--- src/rtl/word_stream_mix_hash_top_macros.svh ---
// ----------------------------------------------------------------------------
// Word stream mix hash - assertion macros
// Shared concurrent assertion forms used by the RTL modules.
// ----------------------------------------------------------------------------
`ifndef WORD_STREAM_MIX_HASH_TOP_MACROS_SVH
`define WORD_STREAM_MIX_HASH_TOP_MACROS_SVH

// same-cycle implication
`define WSMH_ASSERT_NOW(label, clk, rst, ante, cons, msg) \
   label: assert property (@(posedge clk) disable iff (rst) (ante) |-> (cons)) \
      else $error(msg);

// next-cycle implication
`define WSMH_ASSERT_NEXT(label, clk, rst, ante, cons, msg) \
   label: assert property (@(posedge clk) disable iff (rst) (ante) |=> (cons)) \
      else $error(msg);

`endif

--- src/rtl/wsmh_pkg.sv ---
// ----------------------------------------------------------------------------
// Word stream mix hash - package
// Widths, seeds, lane codes and the queue entry type.
// ----------------------------------------------------------------------------
package wsmh_pkg;

   localparam int WORD_BITS      = 64;
   localparam int LEN_BITS       = 32;
   localparam int REQ_DATA_BITS  = WORD_BITS + LEN_BITS;
   localparam int RSP_DATA_BITS  = WORD_BITS;
   localparam int QUEUE_DEPTH    = 4;

   localparam logic [WORD_BITS-1:0] SEED_A = 64'h0000_0000_ba5e_bee7;
   localparam logic [WORD_BITS-1:0] SEED_B = 64'h0000_0000_cafe_babe;

   // mix runs one line per cycle; the final line waits while a hash is unread
   localparam int MIX_STEPS = 12;
   localparam int STEP_BITS = $clog2(MIX_STEPS);
   localparam logic [STEP_BITS-1:0] MIX_LAST_STEP = STEP_BITS'(MIX_STEPS - 1);

   // lane that takes a word (also the lane a mix line updates)
   localparam logic [1:0] LANE_A = 2'd0;
   localparam logic [1:0] LANE_B = 2'd1;
   localparam logic [1:0] LANE_C = 2'd2;

   // classified beat handed from front to back
   typedef struct packed {
      logic [WORD_BITS-1:0] word;
      logic [LEN_BITS-1:0]  len;
      logic [1:0]           lane;
      logic                 seed;   // first word of a message
      logic                 mix;    // run the mix after the add
      logic                 emit;   // deliver c when done
      logic                 empty;  // empty message, deliver len
   } wsmh_entry_type;

endpackage

--- src/rtl/wsmh_front.sv ---
// ----------------------------------------------------------------------------
// Word stream mix hash - front end
// Accepts request beats, tracks message position and triple slot, and
// classifies each beat into a queue entry.
// ----------------------------------------------------------------------------
module wsmh_front (
   input  logic                                clock,
   input  logic                                reset,
   input  logic                                req_tvalid,
   output logic                                req_tready,
   input  logic [wsmh_pkg::REQ_DATA_BITS-1:0]  req_tdata,
   input  logic                                req_tlast,
   input  logic                                req_tuser,
   output logic                                push,
   output wsmh_pkg::wsmh_entry_type            push_entry,
   input  logic                                queue_full
);
   import wsmh_pkg::*;

   logic [1:0] slot_ff, slot_in;
   logic       in_msg_ff, in_msg_in;
   logic [1:0] slot_cur;

   assign req_tready = !queue_full;
   assign push       = req_tvalid && req_tready;

   // classify the beat
   always_comb begin
      slot_cur  = in_msg_ff ? slot_ff : LANE_A;
      slot_in   = slot_ff;
      in_msg_in = in_msg_ff;

      push_entry.word  = req_tdata[WORD_BITS-1:0];
      push_entry.len   = req_tdata[REQ_DATA_BITS-1:WORD_BITS];
      push_entry.lane  = (slot_cur == LANE_C || slot_cur == LANE_B) ? slot_cur : LANE_A;
      push_entry.seed  = !in_msg_ff;
      // a last word always leaves a partial or full triple to mix
      push_entry.mix   = (slot_cur == LANE_C) || req_tlast;
      push_entry.emit  = req_tlast;
      push_entry.empty = req_tuser;

      if (req_tuser) begin
         push_entry.mix  = 1'b0;
         push_entry.emit = 1'b0;
         slot_in         = LANE_A;
         in_msg_in       = 1'b0;
      end else begin
         case (push_entry.lane)
            LANE_A:  slot_in = LANE_B;
            LANE_B:  slot_in = LANE_C;
            default: slot_in = LANE_A;
         endcase
         if (req_tlast) begin
            slot_in   = LANE_A;
            in_msg_in = 1'b0;
         end else begin
            in_msg_in = 1'b1;
         end
      end
   end

   // message position
   always_ff @(posedge clock) begin
      if (reset) begin
         slot_ff   <= LANE_A;
         in_msg_ff <= 1'b0;
      end else if (push) begin
         slot_ff   <= slot_in;
         in_msg_ff <= in_msg_in;
      end
   end

endmodule

--- src/rtl/wsmh_queue.sv ---
// ----------------------------------------------------------------------------
// Word stream mix hash - entry queue
// Small flip-flop FIFO between front and back ends.
// ----------------------------------------------------------------------------
`include "word_stream_mix_hash_top_macros.svh"

module wsmh_queue #(
   parameter int DEPTH = wsmh_pkg::QUEUE_DEPTH
) (
   input  logic                      clock,
   input  logic                      reset,
   input  logic                      push,
   input  wsmh_pkg::wsmh_entry_type  push_entry,
   output logic                      full,
   input  logic                      pop,
   output logic                      head_valid,
   output wsmh_pkg::wsmh_entry_type  head_entry
);
   import wsmh_pkg::*;

   localparam int PTR_W = (DEPTH > 1) ? $clog2(DEPTH) : 1;
   localparam int CNT_W = $clog2(DEPTH + 1);

   wsmh_entry_type    mem_ff [DEPTH];
   logic [PTR_W-1:0]  wr_ptr_ff, rd_ptr_ff;
   logic [CNT_W-1:0]  count_ff, count_in;

   assign full       = (count_ff == CNT_W'(DEPTH));
   assign head_valid = (count_ff != '0);
   assign head_entry = mem_ff[rd_ptr_ff];

   // storage
   always_ff @(posedge clock) begin
      if (push) begin
         mem_ff[wr_ptr_ff] <= push_entry;
      end
   end

   always_comb begin
      count_in = count_ff;
      if (push && !pop) begin
         count_in = count_ff + 1'b1;
      end else if (pop && !push) begin
         count_in = count_ff - 1'b1;
      end
   end

   // pointers and fill count
   always_ff @(posedge clock) begin
      if (reset) begin
         wr_ptr_ff <= '0;
         rd_ptr_ff <= '0;
         count_ff  <= '0;
      end else begin
         count_ff <= count_in;
         if (push) begin
            wr_ptr_ff <= (wr_ptr_ff == PTR_W'(DEPTH - 1)) ? '0 : wr_ptr_ff + 1'b1;
         end
         if (pop) begin
            rd_ptr_ff <= (rd_ptr_ff == PTR_W'(DEPTH - 1)) ? '0 : rd_ptr_ff + 1'b1;
         end
      end
   end

   `WSMH_ASSERT_NOW(a_no_push_full, clock, reset, push, !full, "push into full queue")
   `WSMH_ASSERT_NOW(a_no_pop_empty, clock, reset, pop, head_valid, "pop from empty queue")

endmodule

--- src/rtl/wsmh_back.sv ---
// ----------------------------------------------------------------------------
// Word stream mix hash - back end
// Holds the a/b/c lanes, adds words, runs the 12-line mix one line per cycle
// (final line held while a hash is unread), drives the response register.
// ----------------------------------------------------------------------------
`include "word_stream_mix_hash_top_macros.svh"

module wsmh_back (
   input  logic                                clock,
   input  logic                                reset,
   input  logic                                head_valid,
   input  wsmh_pkg::wsmh_entry_type            head_entry,
   output logic                                pop,
   output logic                                rsp_tvalid,
   input  logic                                rsp_tready,
   output logic [wsmh_pkg::RSP_DATA_BITS-1:0]  rsp_tdata
);
   import wsmh_pkg::*;

   logic [WORD_BITS-1:0] a_ff, a_in, b_ff, b_in, c_ff, c_in;
   logic                 mixing_ff, mixing_in;
   logic [STEP_BITS-1:0] step_ff, step_in;
   logic                 emit_pend_ff, emit_pend_in;
   logic                 rsp_valid_ff, rsp_valid_in;
   logic [WORD_BITS-1:0] rsp_data_ff, rsp_data_in;

   logic [WORD_BITS-1:0] mix_src;
   logic [1:0]           mix_role;
   logic [WORD_BITS-1:0] line_a, line_b, line_c;
   logic [WORD_BITS-1:0] base_a, base_b, base_c;
   logic                 out_free;
   logic                 hold_last;

   assign rsp_tvalid = rsp_valid_ff;
   assign rsp_tdata  = rsp_data_ff;
   assign out_free   = !rsp_valid_ff || rsp_tready;

   // lane updated by this mix line and its shifted xor term
   always_comb begin
      case (step_ff)
         4'd0:    begin mix_role = LANE_A; mix_src = c_ff >> 43; end
         4'd1:    begin mix_role = LANE_B; mix_src = a_ff << 9;  end
         4'd2:    begin mix_role = LANE_C; mix_src = b_ff >> 8;  end
         4'd3:    begin mix_role = LANE_A; mix_src = c_ff >> 38; end
         4'd4:    begin mix_role = LANE_B; mix_src = a_ff << 23; end
         4'd5:    begin mix_role = LANE_C; mix_src = b_ff >> 5;  end
         4'd6:    begin mix_role = LANE_A; mix_src = c_ff >> 35; end
         4'd7:    begin mix_role = LANE_B; mix_src = a_ff << 49; end
         4'd8:    begin mix_role = LANE_C; mix_src = b_ff >> 11; end
         4'd9:    begin mix_role = LANE_A; mix_src = c_ff >> 12; end
         4'd10:   begin mix_role = LANE_B; mix_src = a_ff << 18; end
         4'd11:   begin mix_role = LANE_C; mix_src = b_ff >> 22; end
         default: begin mix_role = LANE_A; mix_src = '0;         end
      endcase
   end

   assign line_a = (a_ff - (b_ff + c_ff)) ^ mix_src;
   assign line_b = (b_ff - (c_ff + a_ff)) ^ mix_src;
   assign line_c = (c_ff - (a_ff + b_ff)) ^ mix_src;

   // seed on the first word of a message
   assign base_a = head_entry.seed ? SEED_A : a_ff;
   assign base_b = head_entry.seed ? SEED_B : b_ff;
   assign base_c = head_entry.seed ? WORD_BITS'(head_entry.len) : c_ff;

   // final line waits while a delivered hash is still unread
   assign hold_last = (step_ff == MIX_LAST_STEP) && emit_pend_ff && !out_free;

   always_comb begin
      a_in         = a_ff;
      b_in         = b_ff;
      c_in         = c_ff;
      mixing_in    = mixing_ff;
      step_in      = step_ff;
      emit_pend_in = emit_pend_ff;
      rsp_valid_in = rsp_valid_ff && !rsp_tready;
      rsp_data_in  = rsp_data_ff;
      pop          = 1'b0;

      if (mixing_ff) begin
         if (!hold_last) begin
            case (mix_role)
               LANE_B:  b_in = line_b;
               LANE_C:  c_in = line_c;
               default: a_in = line_a;
            endcase
            if (step_ff == MIX_LAST_STEP) begin
               mixing_in = 1'b0;
               step_in   = '0;
               if (emit_pend_ff) begin
                  rsp_valid_in = 1'b1;
                  rsp_data_in  = line_c;
               end
            end else begin
               step_in = step_ff + 1'b1;
            end
         end
      end else if (head_valid) begin
         if (head_entry.empty) begin
            // empty message: hash is the length
            if (out_free) begin
               pop          = 1'b1;
               rsp_valid_in = 1'b1;
               rsp_data_in  = WORD_BITS'(head_entry.len);
            end
         end else if (!(head_entry.emit && !head_entry.mix) || out_free) begin
            pop  = 1'b1;
            a_in = base_a;
            b_in = base_b;
            c_in = base_c;
            case (head_entry.lane)
               LANE_B:  b_in = base_b + head_entry.word;
               LANE_C:  c_in = base_c + head_entry.word;
               default: a_in = base_a + head_entry.word;
            endcase
            if (head_entry.mix) begin
               mixing_in    = 1'b1;
               step_in      = '0;
               emit_pend_in = head_entry.emit;
            end else if (head_entry.emit) begin
               rsp_valid_in = 1'b1;
               rsp_data_in  = c_in;
            end
         end
      end
   end

   // lanes and response data
   always_ff @(posedge clock) begin
      a_ff        <= a_in;
      b_ff        <= b_in;
      c_ff        <= c_in;
      rsp_data_ff <= rsp_data_in;
   end

   // control
   always_ff @(posedge clock) begin
      if (reset) begin
         mixing_ff    <= 1'b0;
         step_ff      <= '0;
         emit_pend_ff <= 1'b0;
         rsp_valid_ff <= 1'b0;
      end else begin
         mixing_ff    <= mixing_in;
         step_ff      <= step_in;
         emit_pend_ff <= emit_pend_in;
         rsp_valid_ff <= rsp_valid_in;
      end
   end

   `WSMH_ASSERT_NOW(a_step_range, clock, reset, mixing_ff, step_ff <= MIX_LAST_STEP, "mix step out of range")
   `WSMH_ASSERT_NOW(a_idle_step, clock, reset, !mixing_ff, step_ff == '0, "idle with nonzero step")
   `WSMH_ASSERT_NEXT(a_mix_start, clock, reset, pop && head_entry.mix, mixing_ff && step_ff == '0, "mix did not start")

endmodule

--- src/rtl/word_stream_mix_hash_top.sv ---
// ----------------------------------------------------------------------------
// Word stream mix hash - top level
// 64-bit three-lane mix hash over a stream of words.
// ----------------------------------------------------------------------------
// Usage:
//   req channel carries one word per beat: tdata = {bit_length, data_word},
//   tlast marks the final word, tuser marks an empty message (no words,
//   hash is bit_length at once). bit_length is taken on a message's first
//   beat. One rsp beat (the 64-bit hash) follows each last word and each
//   empty message.
//   Flow: the back end takes one queued beat per cycle for plain word adds
//   while it is not mixing; a beat that closes a triple or ends the message
//   starts the mix, one mix line per cycle, the final line waiting while a
//   delivered hash is unread. The front accepts into a QUEUE_DEPTH-entry
//   queue whenever it is not full, independent of the back end.
//   Reset clears the queue, the message position and the response valid.
//   A stalled rsp holds its beat; the back end keeps working until it has a
//   further hash to deliver, then waits on a final mix line or empty message.
// ----------------------------------------------------------------------------
module word_stream_mix_hash_top #(
   parameter int QUEUE_DEPTH = wsmh_pkg::QUEUE_DEPTH
) (
   input  logic                                clock,
   input  logic                                reset,
   input  logic                                req_tvalid,
   output logic                                req_tready,
   input  logic [wsmh_pkg::REQ_DATA_BITS-1:0]  req_tdata,   // data_word, bit_length
   input  logic                                req_tlast,   // last_word
   input  logic                                req_tuser,   // empty_message
   output logic                                rsp_tvalid,
   input  logic                                rsp_tready,
   output logic [wsmh_pkg::RSP_DATA_BITS-1:0]  rsp_tdata    // hash_value
);
   import wsmh_pkg::*;

   logic           push, queue_full, pop, head_valid;
   wsmh_entry_type push_entry, head_entry;

   wsmh_front u_front (
      .clock      (clock),
      .reset      (reset),
      .req_tvalid (req_tvalid),
      .req_tready (req_tready),
      .req_tdata  (req_tdata),
      .req_tlast  (req_tlast),
      .req_tuser  (req_tuser),
      .push       (push),
      .push_entry (push_entry),
      .queue_full (queue_full)
   );

   wsmh_queue #(
      .DEPTH (QUEUE_DEPTH)
   ) u_queue (
      .clock      (clock),
      .reset      (reset),
      .push       (push),
      .push_entry (push_entry),
      .full       (queue_full),
      .pop        (pop),
      .head_valid (head_valid),
      .head_entry (head_entry)
   );

   wsmh_back u_back (
      .clock      (clock),
      .reset      (reset),
      .head_valid (head_valid),
      .head_entry (head_entry),
      .pop        (pop),
      .rsp_tvalid (rsp_tvalid),
      .rsp_tready (rsp_tready),
      .rsp_tdata  (rsp_tdata)
   );

endmodule

--- config.mk ---
export PLATFORM = sky130hd
export DESIGN_NAME = word_stream_mix_hash_top
export DESIGN_NICKNAME = d
export VERILOG_FILES = /design/src/rtl/wsmh_pkg.sv /design/src/rtl/wsmh_front.sv /design/src/rtl/wsmh_queue.sv /design/src/rtl/wsmh_back.sv /design/src/rtl/word_stream_mix_hash_top.sv
export VERILOG_INCLUDE_DIRS = /design/src /design/src/rtl
export SDC_FILE = /design/constraint.sdc
export NUM_CORES = 2
export LEC_CHECK = 0
export BUFFER_PORTS_ARGS = -buffer_cell sky130_fd_sc_hd__buf_2
export CAP_MARGIN = 20
export CORE_UTILIZATION = 23
export CTS_CLUSTER_DIAMETER = 150
export CTS_CLUSTER_SIZE = 40
export DETAILED_ROUTE_END_ITERATION = 12
export HOLD_SLACK_MARGIN = 0.03
export RECOVER_POWER = 25
export REMOVE_ABC_BUFFERS = 1
export SLEW_MARGIN = 10
export SYNTH_ARGS = -nofsm -noshare
export SYNTH_HDL_FRONTEND = slang
export SYNTH_SLANG_ARGS = --single-unit
--- constraint.sdc ---
create_clock -name clock -period 7.9 [get_ports clock]
set_input_delay 1.975 -clock clock [delete_from_list [all_inputs] [get_ports clock]]
set_output_delay 1.975 -clock clock [all_outputs]
set_load 0.02 [all_outputs]
==> results.md <==
* DR vias at 55400
* CP arrival at 7380 ps
* Clk_skew at 67.1 ps
* Slew headroom at 18.5%
* Largest family of logic cells by synthesized area: compound AO/OA/AOI/OAI gates
* Detailed placement HPWL at 246000 microns
* Share of cells above drive strength 1 at 7.73%
* Vias in the first global route at 52400
* MaxCap Viol Count at 0
* Sink Count at 683
* GR Layer Usage met3 at 5.12%
* Met1 usage at 30.6%
* Total Nets Final at 7071
* Cell accounting for the most synthesized area: edfxtp_1
* Top-count cell post-synth: edfxtp_1
* Ports at 168
* Post-synthesis register bit count at 683
* Final antenna-violating net count at 0
* Worst EP required at 8390 ps
* Max Root-Sink Buffers at 3
* Final Critical Period at 6890 ps
* Synth Area in Compound Gates at 22.3%
* GRT Util Overall at 22.0%
* Unique masters post-synth at 101
* Number of synthesized flops with an enable pin at 664
* Post-Route WL at 306000 microns
* CP endpoint kind: flip-flop
* Grt ovf at 0
* Hold Crit Class: flip-flop to flip-flop
* Adder-Cell Fraction of Synth Area at 14.2%
* Mux share of post-synthesis cell area at 4.92%
* Xor/xnor share of the synthesized area at 8.00%
* Unrepaired setup endpoints after global routing: no
* Worst path bufs/invs at 2
* 1st-iter DRT viols at 7813
* FF-to-FF path depth at 17
* Placement Setup Slack at 1180 ps
* Final Hold Viols at 0
* Synth top area share at 32.7%
* Max stage delay cell, worst path: mux4_4
* Non-Filler Cell Area, Final at 67100 sq um
* Crit share post-route at 87.2%
* GR peak layer: met2
* Synth Area per Inst at 9.48 sq um
* Warnings, synthesis at 0
* Full die area at 267000 sq um
* Final setup fails at 0
* CP cell instances: mux4_4 -> buf_12 -> nor2_1 -> ha_1 -> o31a_1 -> o21ai_1 -> a21boi_1 -> o221ai_1 -> a2111oi_1 -> buf_4 -> o21ai_0 -> nand2_1 -> a31oi_1 -> o21ai_1 -> xor2_1 -> a221oi_1 -> a211oi_1
* Run status: complete, no violations
* Post-route setup slack at 1010 ps
* Vert. Die Dim at 517 microns
* Crit path capture: u_back.a_ff[52]$_DFFE_PP_
* Largest net degree at the start of global routing at 83
* Top_reg_cell synth: edfxtp_1
* First-pass GRT wire length at 416000 microns
* FMAX at 145 MHz
* CTS root buffer: clkbuf_16
* Most used cell, CP: o21ai_1
* Core ar. at 263000 sq um
* # Post-CTS Setup Buffers at 0
* 1st-pass router iterations at 9
* CTS Buf Count at 28
* CP Max Fanout at 48
* Critical Path Start Type: flip-flop
* Post-synth ARST share at 0%
* CTS H-tree depth at 1
* Hold-critical path depth at 2
* Area growth, synth to finish at 10.3%
* Share of the core filled with cells at 25.6%
* WL per Instance at 30.7 microns
* Port Buffers at 167
* Crit-path max cell delay at 930 ps
* Row Count at 188
* Post-DP Area at 66100 sq um
* Reg2reg end: u_back.a_ff[52]$_DFFE_PP_
* Drc violations at 0
* Chip Width at 517 microns
* Initial antenna violation count at 18
* Hold_buf cts at 0
* Resized Gates After CTS at 0
* Final GP Congestion at 1.10
* Setup Crit Path Kind: flip-flop to flip-flop
* Synth top cells by count: 664 x edfxtp_1, 600 x a21oi_1, 510 x nand2_1
* Synthesized area at 60900 sq um
* Top cells by area, synth: edfxtp_1 33%, ha_1 7.8%, fa_1 6.2%, xnor2_1 6.0%, a21oi_1 4.9%
* Vias per cell at 5.57
* Reg2reg setup slack at 1010 ps
* Slew Limit Fails at 0
* Simple-Gate Fraction of Synth Area at 12.7%
* Met2 usage at 31.7%
* Worst slew pin tran at 1220 ps
* Cells after Synth at 6426
* Top Family by Delay on Critical Path: compound AO/OA/AOI/OAI gates
* CTS tree: yes
* Post-synthesis sequential area ratio at 33.4%
* Clk Latency, worst-skew pair at 770 ps
* Reg clk slew, reported paths at 150 ps
* Initial Utilization at 23.2%
* Levels on crit path at 17
==> metrics by stage <==
stage          cells  setup TNS, ps  hold slack, ps
2_1_floorplan   6041       -1510850             426
3_3_place_gp    9883              0             440
3_5_place_dp    9886              0             453
4_1_cts         9933              0             472
5_1_grt         9935              0             510
6_report        9942              0             476
==> registers in the layout (all words and copies together) (netlist names), 2 cells and up, named ones only <==
signal / flops
u_queue.mem_ff: 408
u_back.a_ff: 64
u_back.b_ff: 64
u_back.c_ff: 64
u_back.rsp_tdata: 64
u_back.step_ff: 4
u_queue.count_ff: 3
u_front.slot_ff: 2
u_queue.rd_ptr_ff: 2
u_queue.wr_ptr_ff: 2
==> how the worst min path moves through the flow <==
| stage | end | startpoint | slack, ps |
|---|---|---|---|
| 2_1_floorplan | u_front.slot_ff[1]$_SDFFE_PP0P_ | u_front.slot_ff[1]$_SDFFE_PP0P_ | 430 |
| 3_3_place_gp | u_front.slot_ff[1]$_SDFFE_PP0P_ | u_front.slot_ff[1]$_SDFFE_PP0P_ | 440 |
| 3_5_place_dp | u_front.slot_ff[0]$_SDFFE_PP0P_ | u_front.slot_ff[0]$_SDFFE_PP0P_ | 450 |
| 4_1_cts | u_front.slot_ff[0]$_SDFFE_PP0P_ | u_front.slot_ff[0]$_SDFFE_PP0P_ | 470 |
| 5_1_grt | u_front.slot_ff[1]$_SDFFE_PP0P_ | u_front.slot_ff[1]$_SDFFE_PP0P_ | 510 |
| 6_report | u_front.slot_ff[1]$_SDFFE_PP0P_ | u_front.slot_ff[1]$_SDFFE_PP0P_ | 480 |
==> cell families (layout without fill, tap and decap cells) <==
| logic type | Yosys count | after routing |
|---|---|---|
| compound gates | 2089 | 2089 |
| simple gates | 1636 | 1636 |
| buf+inv | 712 | 704 |
| flops | 683 | 683 |
| fa+ha+maj | 581 | 581 |
| xor+xnor | 556 | 556 |
| mux | 169 | 169 |
| other cells | 0 | 9 |
==> layout by cell type, fill, tap and decap left out, drive strengths merged, types with 21 or more instances in the layout <==
master and instances:
o21a 57, nand4 100, a21boi 24, o21bai 81, ha 378, mux4 101, and2 45, nor4 21
and4 34, a21o 285, a31oi 64, a221oi 53, o31ai 35, inv 328, and3 61, a211oi 68
or3 32, clkbuf 121, o21ai 382, a22oi 208, edfxtp 664, fa 190, o211ai 31, or2 23
a222oi 21, nor2 471, nor2b 57, nand2b 38, buf 242, mux2i 54, nand2 510, nand3 103
a21oi 604, xnor2 418, xor2 138, nor3 102
==> worst reg2reg max path, cell delays in order, from the launching register on <==
cell	delay, ps
dfxtp_4	750
mux4_4	940
buf_12	450
nor2_1	190
ha_1	290
o31a_1	150
o21ai_1	120
a21boi_1	160
o221ai_1	880
a2111oi_1	240
buf_4	220
o21ai_0	510
nand2_1	260
a31oi_1	470
o21ai_1	130
xor2_1	200
a221oi_1	560
a211oi_1	120
==> area by class of cell <==
cell class / instances / area [sq um]
fill: 28200 / 196000
inverter: 327 / 1230
antenna: 9 / 22.5
tap: 3515 / 4400
multi-input combinational: 5031 / 38000
sequential: 683 / 20300
clock inverter: 14 / 350
clock buffer: 33 / 762
timing repair buffer: 330 / 2090
==> per-layer routing <==
metal	wire length (microns)	part of all wire, %
met2	124000	41
met5	75	0.025
met4	18200	6.0
met3	32900	11
met1	130000	43
Power is left out: the tool's default activity adds up to more than one toggle a clock period on the data nets, which glitch-free logic cannot reach.
